File: src/hdl/rmv_pkg.sv
`timescale 1ns / 1ps
`default_nettype none

package rmv_pkg;

	localparam int unsigned HISTORY_DEPTH_DEF = 1024;

	localparam int SAMPLE_W   = 32;
	localparam int COUNT_W    = 32;
	localparam int SUM_W      = 64;
	localparam int MEAN_W     = 32;
	localparam int M2_W       = 63;
	localparam int FILL_OUT_W = 11;
	localparam int DIFF_W     = 33;
	localparam int PROD_W     = 64;
	localparam int FRAC_W     = 16;
	localparam int TERM_W     = PROD_W - FRAC_W;

	localparam logic [COUNT_W-1:0] COUNT_MAX = '1;
	localparam logic [M2_W-1:0]    M2_MAX    = '1;

	typedef struct packed {
		logic load_sample;
		logic div_start;
		logic commit;
		logic mean_load;
		logic mul;
		logic m2_update;
		logic out_load;
	} rmv_cmd_t;

	typedef struct packed {
		logic div_done;
		logic sat;
		logic first;
		logic out_free;
	} rmv_sts_t;

endpackage

`default_nettype wire

File: src/hdl/rmv_in_if.sv
`timescale 1ns / 1ps
`default_nettype none

interface rmv_in_if;
	logic                                  valid;
	logic                                  ready;
	logic signed [rmv_pkg::SAMPLE_W-1:0]   sample;

	modport source (output valid, output sample, input ready);
	modport sink (input valid, input sample, output ready);
endinterface

`default_nettype wire

File: src/hdl/rmv_out_if.sv
`timescale 1ns / 1ps
`default_nettype none

interface rmv_out_if;
	logic                                   valid;
	logic                                   ready;
	logic [rmv_pkg::COUNT_W-1:0]            sample_count;
	logic signed [rmv_pkg::SUM_W-1:0]       running_sum;
	logic signed [rmv_pkg::MEAN_W-1:0]      running_mean;
	logic [rmv_pkg::M2_W-1:0]               sum_sq_dev;
	logic [rmv_pkg::FILL_OUT_W-1:0]         history_fill;
	logic                                   saturated;

	modport source (output valid, output sample_count, output running_sum,
		output running_mean, output sum_sq_dev, output history_fill,
		output saturated, input ready);
	modport sink (input valid, input sample_count, input running_sum,
		input running_mean, input sum_sq_dev, input history_fill,
		input saturated, output ready);
endinterface

`default_nettype wire

File: src/hdl/running_mean_variance_tracker_core.sv
// Each request runs two 32-step passes of the shared radix-2 divider (old mean,
// new mean), then the multiply and the M2 update; the first sample skips the
// multiply and M2 update, and a saturated count takes only the first pass.
// A request is taken only in idle, after the previous one is loaded into the output register.
// A new request is taken while the previous result still waits in the output register.
// Reset (arst_n low): count, sum, M2 and fill level clear; the output register empties.
`timescale 1ns / 1ps
`default_nettype none

module running_mean_variance_tracker_core #(
	parameter int unsigned HISTORY_DEPTH = rmv_pkg::HISTORY_DEPTH_DEF
) (
	input  wire logic  clk,
	input  wire logic  arst_n,
	rmv_in_if.sink     samples,
	rmv_out_if.source  stats
);
	rmv_pkg::rmv_cmd_t cmd;
	rmv_pkg::rmv_sts_t sts;
	logic              in_ready;

	assign samples.ready = in_ready;

	rmv_ctrl u_ctrl (
		.clk      (clk),
		.arst_n   (arst_n),
		.in_valid (samples.valid),
		.in_ready (in_ready),
		.sts      (sts),
		.cmd      (cmd)
	);

	rmv_dp #(
		.HISTORY_DEPTH (HISTORY_DEPTH)
	) u_dp (
		.clk    (clk),
		.arst_n (arst_n),
		.sample (samples.sample),
		.cmd    (cmd),
		.sts    (sts),
		.stats  (stats)
	);

endmodule

`default_nettype wire

File: src/hdl/rmv_div.sv
`timescale 1ns / 1ps
`default_nettype none

// radix-2 restoring divide, signed 64 / unsigned 32, quotient known to fit 32 bits
module rmv_div (
	input  wire logic                            clk,
	input  wire logic                            arst_n,
	input  wire logic                            start,
	input  wire logic [rmv_pkg::SUM_W-1:0]       dividend,
	input  wire logic [rmv_pkg::COUNT_W-1:0]     divisor,
	output logic                                 done,
	output logic [rmv_pkg::MEAN_W-1:0]           quotient
);
	localparam int QUO_W = rmv_pkg::MEAN_W;
	localparam int DEN_W = rmv_pkg::COUNT_W;
	localparam int CNT_W = $clog2(QUO_W);

	logic              busy_q;
	logic              done_q;
	logic [CNT_W-1:0]  cnt_q;
	logic              neg_q;
	logic [DEN_W-1:0]  rem_q;
	logic [QUO_W-1:0]  quo_q;
	logic [DEN_W-1:0]  den_q;

	logic [rmv_pkg::SUM_W-1:0] mag;
	logic [DEN_W:0]            trial;
	logic [DEN_W:0]            diff;
	logic                      ge;

	assign mag   = dividend[rmv_pkg::SUM_W-1] ? (~dividend + 1'b1) : dividend;
	assign trial = {rem_q, quo_q[QUO_W-1]};
	assign diff  = trial - {1'b0, den_q};
	assign ge    = trial >= {1'b0, den_q};

	always_ff @(posedge clk or negedge arst_n) begin
		if (!arst_n) begin
			busy_q <= 1'b0;
			done_q <= 1'b0;
			cnt_q  <= '0;
		end else begin
			done_q <= 1'b0;
			if (start) begin
				busy_q <= 1'b1;
				cnt_q  <= '0;
			end else if (busy_q) begin
				cnt_q <= cnt_q + 1'b1;
				if (cnt_q == CNT_W'(QUO_W - 1)) begin
					busy_q <= 1'b0;
					done_q <= 1'b1;
				end
			end
		end
	end

	always_ff @(posedge clk) begin
		if (start) begin
			neg_q <= dividend[rmv_pkg::SUM_W-1];
			rem_q <= mag[rmv_pkg::SUM_W-1:QUO_W];
			quo_q <= mag[QUO_W-1:0];
			den_q <= divisor;
		end else if (busy_q) begin
			rem_q <= ge ? diff[DEN_W-1:0] : trial[DEN_W-1:0];
			quo_q <= {quo_q[QUO_W-2:0], ge};
		end
	end

	assign done     = done_q;
	assign quotient = neg_q ? (~quo_q + 1'b1) : quo_q;

endmodule

`default_nettype wire

File: src/hdl/rmv_ctrl.sv
`timescale 1ns / 1ps
`default_nettype none

module rmv_ctrl (
	input  wire logic               clk,
	input  wire logic               arst_n,
	input  wire logic               in_valid,
	output logic                    in_ready,
	input  wire rmv_pkg::rmv_sts_t  sts,
	output rmv_pkg::rmv_cmd_t       cmd
);
	localparam logic [2:0] ST_IDLE   = 3'd0;
	localparam logic [2:0] ST_DIV1   = 3'd1;
	localparam logic [2:0] ST_START2 = 3'd2;
	localparam logic [2:0] ST_DIV2   = 3'd3;
	localparam logic [2:0] ST_MUL    = 3'd4;
	localparam logic [2:0] ST_UPD    = 3'd5;
	localparam logic [2:0] ST_OUT    = 3'd6;

	logic [2:0] state_q;
	logic [2:0] state_nxt;

	always_comb begin
		cmd       = '0;
		in_ready  = 1'b0;
		state_nxt = state_q;
		case (state_q)
			ST_IDLE: begin
				in_ready = 1'b1;
				if (in_valid) begin
					cmd.load_sample = 1'b1;
					cmd.div_start   = 1'b1;
					state_nxt       = ST_DIV1;
				end
			end
			ST_DIV1: begin
				if (sts.div_done) begin
					if (sts.sat) begin
						cmd.mean_load = 1'b1;
						state_nxt     = ST_OUT;
					end else begin
						cmd.commit = 1'b1;
						state_nxt  = ST_START2;
					end
				end
			end
			ST_START2: begin
				cmd.div_start = 1'b1;
				state_nxt     = ST_DIV2;
			end
			ST_DIV2: begin
				if (sts.div_done) begin
					cmd.mean_load = 1'b1;
					state_nxt     = sts.first ? ST_OUT : ST_MUL;
				end
			end
			ST_MUL: begin
				cmd.mul   = 1'b1;
				state_nxt = ST_UPD;
			end
			ST_UPD: begin
				cmd.m2_update = 1'b1;
				state_nxt     = ST_OUT;
			end
			ST_OUT: begin
				if (sts.out_free) begin
					cmd.out_load = 1'b1;
					state_nxt    = ST_IDLE;
				end
			end
			default: begin
				state_nxt = ST_IDLE;
			end
		endcase
	end

	always_ff @(posedge clk or negedge arst_n) begin
		if (!arst_n) begin
			state_q <= ST_IDLE;
		end else begin
			state_q <= state_nxt;
		end
	end

endmodule

`default_nettype wire

File: src/hdl/rmv_dp.sv
`timescale 1ns / 1ps
`default_nettype none

module rmv_dp #(
	parameter int unsigned HISTORY_DEPTH = rmv_pkg::HISTORY_DEPTH_DEF
) (
	input  wire logic                            clk,
	input  wire logic                            arst_n,
	input  wire logic [rmv_pkg::SAMPLE_W-1:0]    sample,
	input  wire rmv_pkg::rmv_cmd_t               cmd,
	output rmv_pkg::rmv_sts_t                    sts,
	rmv_out_if.source                            stats
);
	localparam int FILL_W  = $clog2(HISTORY_DEPTH + 1);
	localparam int S_W     = rmv_pkg::SAMPLE_W;
	localparam int D_W     = rmv_pkg::DIFF_W;
	localparam int MAG_W   = rmv_pkg::DIFF_W - 1;
	localparam int SUM_W   = rmv_pkg::SUM_W;
	localparam int M2_W    = rmv_pkg::M2_W;
	localparam int TERM_W  = rmv_pkg::TERM_W;
	localparam int COUNT_W = rmv_pkg::COUNT_W;

	// architectural state
	logic [COUNT_W-1:0]  count_q;
	logic [SUM_W-1:0]    sum_q;
	logic [M2_W-1:0]     m2_q;
	logic [FILL_W-1:0]   fill_q;

	// working registers
	logic [S_W-1:0]              sample_q;
	logic                        sat_q;
	logic [D_W-1:0]              d1_q;
	logic [D_W-1:0]              d2_q;
	logic [rmv_pkg::MEAN_W-1:0]  mean_q;
	logic [rmv_pkg::PROD_W-1:0]  prod_q;
	logic                        neg_q;

	// result register
	logic                                out_valid_q;
	logic [COUNT_W-1:0]                  out_count_q;
	logic [SUM_W-1:0]                    out_sum_q;
	logic [rmv_pkg::MEAN_W-1:0]          out_mean_q;
	logic [M2_W-1:0]                     out_m2_q;
	logic [rmv_pkg::FILL_OUT_W-1:0]      out_fill_q;
	logic                                out_sat_q;

	logic                        div_done;
	logic [rmv_pkg::MEAN_W-1:0]  div_quo;
	logic [COUNT_W-1:0]          div_den;
	logic [D_W-1:0]              dev;
	logic [D_W-1:0]              d1_neg;
	logic [D_W-1:0]              d2_neg;
	logic [MAG_W-1:0]            mag1;
	logic [MAG_W-1:0]            mag2;
	logic [TERM_W-1:0]           term;
	logic [M2_W:0]               m2_add;
	logic [M2_W-1:0]             m2_nxt;

	assign div_den = (count_q == '0) ? COUNT_W'(1) : count_q;

	rmv_div u_div (
		.clk      (clk),
		.arst_n   (arst_n),
		.start    (cmd.div_start),
		.dividend (sum_q),
		.divisor  (div_den),
		.done     (div_done),
		.quotient (div_quo)
	);

	assign dev    = {sample_q[S_W-1], sample_q} - {div_quo[S_W-1], div_quo};
	assign d1_neg = -d1_q;
	assign d2_neg = -d2_q;
	assign mag1   = d1_q[D_W-1] ? d1_neg[MAG_W-1:0] : d1_q[MAG_W-1:0];
	assign mag2   = d2_q[D_W-1] ? d2_neg[MAG_W-1:0] : d2_q[MAG_W-1:0];
	assign term   = prod_q[rmv_pkg::PROD_W-1:rmv_pkg::FRAC_W];
	assign m2_add = {1'b0, m2_q} + (M2_W + 1)'(term);

	always_comb begin
		m2_nxt = m2_q;
		if (term != '0) begin
			if (neg_q) begin
				m2_nxt = ((M2_W + 1)'(term) > {1'b0, m2_q}) ? '0 : m2_q - M2_W'(term);
			end else begin
				m2_nxt = m2_add[M2_W] ? rmv_pkg::M2_MAX : m2_add[M2_W-1:0];
			end
		end
	end

	always_ff @(posedge clk or negedge arst_n) begin
		if (!arst_n) begin
			count_q     <= '0;
			sum_q       <= '0;
			m2_q        <= '0;
			fill_q      <= '0;
			sat_q       <= 1'b0;
			out_valid_q <= 1'b0;
		end else begin
			if (cmd.load_sample) begin
				sat_q <= (count_q == rmv_pkg::COUNT_MAX);
			end
			if (cmd.commit) begin
				sum_q   <= sum_q + {{(SUM_W - S_W){sample_q[S_W-1]}}, sample_q};
				count_q <= count_q + 1'b1;
				if (fill_q < FILL_W'(HISTORY_DEPTH)) begin
					fill_q <= fill_q + 1'b1;
				end
			end
			if (cmd.m2_update) begin
				m2_q <= m2_nxt;
			end
			if (cmd.out_load) begin
				out_valid_q <= 1'b1;
			end else if (stats.ready) begin
				out_valid_q <= 1'b0;
			end
		end
	end

	always_ff @(posedge clk) begin
		if (cmd.load_sample) begin
			sample_q <= sample;
		end
		if (cmd.commit) begin
			d1_q <= dev;
		end
		if (cmd.mean_load) begin
			mean_q <= div_quo;
			d2_q   <= dev;
		end
		if (cmd.mul) begin
			prod_q <= mag1 * mag2;
			neg_q  <= d1_q[D_W-1] ^ d2_q[D_W-1];
		end
		if (cmd.out_load) begin
			out_count_q <= count_q;
			out_sum_q   <= sum_q;
			out_mean_q  <= mean_q;
			out_m2_q    <= m2_q;
			out_fill_q  <= rmv_pkg::FILL_OUT_W'(fill_q);
			out_sat_q   <= sat_q;
		end
	end

	assign sts.div_done = div_done;
	assign sts.sat      = sat_q;
	assign sts.first    = (count_q == COUNT_W'(1));
	assign sts.out_free = !out_valid_q || stats.ready;

	assign stats.valid        = out_valid_q;
	assign stats.sample_count = out_count_q;
	assign stats.running_sum  = out_sum_q;
	assign stats.running_mean = out_mean_q;
	assign stats.sum_sq_dev   = out_m2_q;
	assign stats.history_fill = out_fill_q;
	assign stats.saturated    = out_sat_q;

endmodule

`default_nettype wire
File: src/flat_wrapper.sv
// flat-port wrapper written by rule: the top's interface ports become plain ports
module running_mean_variance_tracker_core_flat 
#(
	parameter int unsigned HISTORY_DEPTH = rmv_pkg::HISTORY_DEPTH_DEF
)
  (clk, arst_n, samples_valid, samples_sample, samples_ready, stats_valid, stats_sample_count, stats_running_sum, stats_running_mean, stats_sum_sq_dev, stats_history_fill, stats_saturated, stats_ready);
  rmv_in_if samples_i ();
  rmv_out_if stats_i ();
  input  wire logic clk;
  input  wire logic arst_n;
  input wire logic [$bits(samples_i.valid)-1:0] samples_valid;
  input wire logic [$bits(samples_i.sample)-1:0] samples_sample;
  output wire logic [$bits(samples_i.ready)-1:0] samples_ready;
  output wire logic [$bits(stats_i.valid)-1:0] stats_valid;
  output wire logic [$bits(stats_i.sample_count)-1:0] stats_sample_count;
  output wire logic [$bits(stats_i.running_sum)-1:0] stats_running_sum;
  output wire logic [$bits(stats_i.running_mean)-1:0] stats_running_mean;
  output wire logic [$bits(stats_i.sum_sq_dev)-1:0] stats_sum_sq_dev;
  output wire logic [$bits(stats_i.history_fill)-1:0] stats_history_fill;
  output wire logic [$bits(stats_i.saturated)-1:0] stats_saturated;
  input wire logic [$bits(stats_i.ready)-1:0] stats_ready;
  assign samples_i.valid = samples_valid;
  assign samples_i.sample = samples_sample;
  assign samples_ready = samples_i.ready;
  assign stats_valid = stats_i.valid;
  assign stats_sample_count = stats_i.sample_count;
  assign stats_running_sum = stats_i.running_sum;
  assign stats_running_mean = stats_i.running_mean;
  assign stats_sum_sq_dev = stats_i.sum_sq_dev;
  assign stats_history_fill = stats_i.history_fill;
  assign stats_saturated = stats_i.saturated;
  assign stats_i.ready = stats_ready;
  running_mean_variance_tracker_core #(.HISTORY_DEPTH(HISTORY_DEPTH)) u_core (.clk(clk), .arst_n(arst_n), .samples(samples_i), .stats(stats_i));
endmodule
File: config.mk
export PLATFORM = sky130hd
export DESIGN_NAME = running_mean_variance_tracker_core_flat
export DESIGN_NICKNAME = d
export VERILOG_FILES = /design/src/hdl/rmv_pkg.sv /design/src/hdl/rmv_in_if.sv /design/src/hdl/rmv_out_if.sv /design/src/hdl/running_mean_variance_tracker_core.sv /design/src/hdl/rmv_div.sv /design/src/hdl/rmv_ctrl.sv /design/src/hdl/rmv_dp.sv /design/src/flat_wrapper.sv
export SDC_FILE = /design/constraint.sdc
export NUM_CORES = 2
export LEC_CHECK = 0
export BUFFER_PORTS_ARGS = -buffer_cell sky130_fd_sc_hd__buf_2
export CORE_MARGIN = 2
export CORE_UTILIZATION = 60
export CTS_CLUSTER_SIZE = 24
export DETAILED_ROUTE_END_ITERATION = 10
export GPL_TIMING_DRIVEN = 0
export PLACE_DENSITY_LB_ADDON = 0.25
export SLEW_MARGIN = 20
export SYNTH_ARGS = -nofsm -noshare
export SYNTH_HDL_FRONTEND = slang
export SYNTH_SLANG_ARGS = --single-unit
export TNS_END_PERCENT = 100
File: constraint.sdc
create_clock -name clk -period 29.6 [get_ports clk]
set_input_delay 0 -clock clk [delete_from_list [all_inputs] [get_ports clk]]
set_output_delay 0 -clock clk [all_outputs]
set_load 0.02 [all_outputs]
==> impl_results.md <==
* CORE AREA at 0.118 mm²
* Async S/R FF share, synth at 0.275
* Number of I/O port buffers at 240
* Slew Limit Fails at 0
* Area Overhead vs Synth at 10.4%
* DR WL/cell at 26.8 µm
* Cell with the most instances after synthesis: inv_1
* Metal1 wirelength at between 90000 and 100000 µm
* Fmax achieved at approximately 74 MHz
* Die area at roughly 0.12 mm²
* I/O pin total at 241
* RR Startpoint: u_core.u_dp.d1_q[0]$_DFFE_PP_
* CTS HTree Levels at 3
* Met2 wire length at 114000 µm
* Num CTS Buffers at between 70 and 80
* Synth unique cells at 90
* Fin crit share at 0.460
* Critical Path Fanout Max at 10
* Nets at ~9500
* Final min period at ~14 ns
* CTS tree: yes
* Fin. Hold Viols at 0
* RSZ-0062 raised after global routing: false
* Worst clock skew at roughly 0.081 ns
* Tightest Hold Check Type: in -> reg
* Post-synthesis compound-gate area fraction at 0.117
* Share of layout cells above drive strength 1 at 0.0680
* Most used cell, CP: fa_1
* Worst Tran Pin Value at ~1.3 ns
* Detail Route Antenna Nets at 0
* Mean Syn Cell Area at around 9.4 µm²
* Slowest cell on the critical path: a221oi_1
* Share of the synthesized area in the top cell type at 0.252
* DRC at 0
* Startpoint types: flip-flop
* Vias per cell at 6.27
* Sink Count at 661
* Top sig layer: met5
* Critical path type: reg -> reg
* Cell area after synthesis at roughly 0.072 mm²
* Largest family of logic cells by synthesized area: adder cells
* #FFs+latches synth at around 660
* FF-to-FF setup slack at between 15 and 20 ns
* WHS Path Cells at 2
* Final Wtd Congestion at 1.12
* HPWL after DPL at 207000 µm
* XOR/XNOR Fraction of Synth Area at 0.0529
* Met3 routed WL at around 32000 µm
* Synth Area in Simple Gates at 0.142
* Post-Synth Adder-Cell Area at 0.338
* Maximum clock path buffer count at 3
* Initial Util at 0.606
* Crit. End Element: flip-flop
* Vias in the first global route at 60320
* Slew headroom at 0.128
* Mux contribution to synthesized area at 0.00619
* Clock slew at reported path FFs at 0.06 ns
* GRT Total Usage at 0.425
* Die H at approximately 350 µm
* Die X at 349 µm
* Final TNS setup at 0 ns
* First-pass GRT wire length at 380000 µm
* Worst hold endpoint: u_core.u_dp.sample_q[30]$_DFFE_PP_
* Ys flop type: edfxtp_1
* FP Rows at about 130
* Max Cap Viol at 0
* Total grt overflow at 0
* Post-synth top cells: inv_1 (1129), fa_1 (900), nand2_1 (878)
* Yosys warns at 0
* Root buf cell: clkbuf_16
* CP Data Arrival Time at between 10 and 15 ns
* Status: complete, no violations
* Via count at roughly 61000
* WL final at 259000 µm
* First-pass DRT Iterations at 6
* Min-Delay Startpoint: samples_sample[30]
* Largest cells by area after synthesis: fa_1 (25%), edfxtp_1 (20%), ha_1 (8.6%), dfrtp_1 (6.4%), inv_1 (5.9%)
* Initial antenna violation count at 7
* Cell count after synthesis at roughly 7600
* EDFF count, synth at between 400 and 500
* R2r worst-path depth at 37
* Pin count of the biggest net entering global routing at ~70
* Synth area leader: fa_1
* Req. time, crit path at roughly 30 ns
* Final setup viols at 0
* R2r endpoint: u_core.u_dp.prod_q[50]$_DFFE_PP_
* Detailed Route Iter0 Violations at roughly 7100
* Seq/Total Area, Yosys at 0.265
* Post-CTS Resized at 0
* Largest stage delay, worst path at about 0.85 ns
* Synthesized Nets at about 9100
* Worst-Skew Late Latency at 0.73 ns
-- sequential cells by signal, indices dropped and copies added, names as in the netlist, 33 cells and up --
| signal | count |
|---|---|
| u_core.u_dp.sum_q | 64 |
| u_core.u_dp.stats.running_sum | 64 |
| u_core.u_dp.stats.sum_sq_dev | 63 |
| u_core.u_dp.d2_q | 33 |
| u_core.u_dp.d1_q | 33 |
| u_core.u_dp.m2_q | 63 |
| u_core.u_dp.prod_q | 48 |
-- layer usage --
metal,vias to the layer above,global-route usage
met5,-,0.0108
met4,12,0.223
met3,805,0.134
met2,3764,0.640
met1,29933,0.550
li1,26035,-
-- through the flow --
step | worst slack (ns) | utilization | cells | hold slack, ns | cell area [µm²]
after floorplan | 13.15 | - | 7629 | -0.296 | 71500
after global placement | 7.07 | 0.632 | 9405 | 0.176 | 74700
after detailed placement | 16.27 | 0.640 | 9463 | -0.0420 | 75600
after CTS | 16.27 | 0.668 | 9652 | 0.000990 | 78900
after global routing | 15.76 | 0.668 | 9653 | 0.0215 | 78900
final | 16.00 | 0.669 | 9658 | 0.0373 | 78900
-- area by class of cell --
class / instances / area (µm²)
buffer: 356 / 1380
tap: 1536 / 1920
multi-input combinational: 5481 / 47400
clock inverter: 48 / 693
clock buffer: 92 / 2040
timing repair buffer: 348 / 2340
sequential: 661 / 18900
antenna: 5 / 12.5
fill: 9529 / 39100
inverter: 1131 / 4250
-- critical path, delay by kind of cell (launching register included) --
| family | cells | cell delay [ns] |
|---|---|---|
| adder cells (fa/ha/maj) | 10 | 4.78 |
| AND/OR/NAND/NOR | 7 | 2.06 |
| flip-flops | 1 | 0.58 |
| AO/OA/AOI/OAI | 9 | 3.34 |
| XOR/XNOR | 1 | 0.49 |
| buffers and inverters | 10 | 2.20 |
-- cells in the final DEF (no fill, tap or decap), types with 41 or more instances in the layout --
cell type and n:
o21a_1 41, ha_1 493, nand3_1 115, buf_2 246, inv_1 1129, nand2b_1 61
nand4_1 75, dlygate4sd3_1 49, o31ai_1 71, nor4_1 49, o21ai_0 319, xnor2_1 233
clkbuf_1 343, clkbuf_16 76, fa_1 900, o41ai_1 44, o21bai_1 64, nor2_1 799
nand2_1 877, nor3_1 82, or3_1 57, edfxtp_1 479, and3_1 53, a31oi_1 44
dfrtp_1 182, xor2_1 148, a21oi_1 340, a21o_1 124
-- logic make-up (layout without fill, tap and decap cells) --
group	Yosys count	after routing
multiplexers	43	43
buffers and inverters	1487	1975
AND/OR/NAND/NOR	2314	2314
AO/OA/AOI/OAI	1302	1302
XOR/XNOR	429	429
other	0	5
adder cells (fa/ha/maj)	1393	1393
flip-flops	661	661
-- worst max-delay path by stage --
stage | from | endpoint | slack (ns) | cells after the start
after floorplan | u_core.u_ctrl.state_q[2]$_DFFE_PN0P_ | u_core.u_dp.stats.history_fill[0]$_DFFE_PP_ | 13.15 | 3
after global placement | u_core.u_ctrl.state_q[2]$_DFFE_PN0P_ | u_core.u_dp.stats.running_mean[20]$_DFFE_PP_ | 7.07 | 3
after detailed placement | u_core.u_dp.d1_q[0]$_DFFE_PP_ | u_core.u_dp.prod_q[58]$_DFFE_PP_ | 16.27 | 35
after CTS | u_core.u_dp.d1_q[0]$_DFFE_PP_ | u_core.u_dp.prod_q[58]$_DFFE_PP_ | 16.27 | 35
after global routing | u_core.u_dp.d1_q[0]$_DFFE_PP_ | u_core.u_dp.prod_q[50]$_DFFE_PP_ | 15.76 | 37
final | u_core.u_dp.d1_q[0]$_DFFE_PP_ | u_core.u_dp.prod_q[50]$_DFFE_PP_ | 16.00 | 37
-- timing repair --
item                                   CTS  global route
hold buffers                            49             1
setup endpoints to repair                0             0
endpoints found under the hold margin  231             1
setup buffers                            0             0
Power is not shown: default switching activity piles up to over one toggle a cycle in this logic, so the estimate is an artifact.
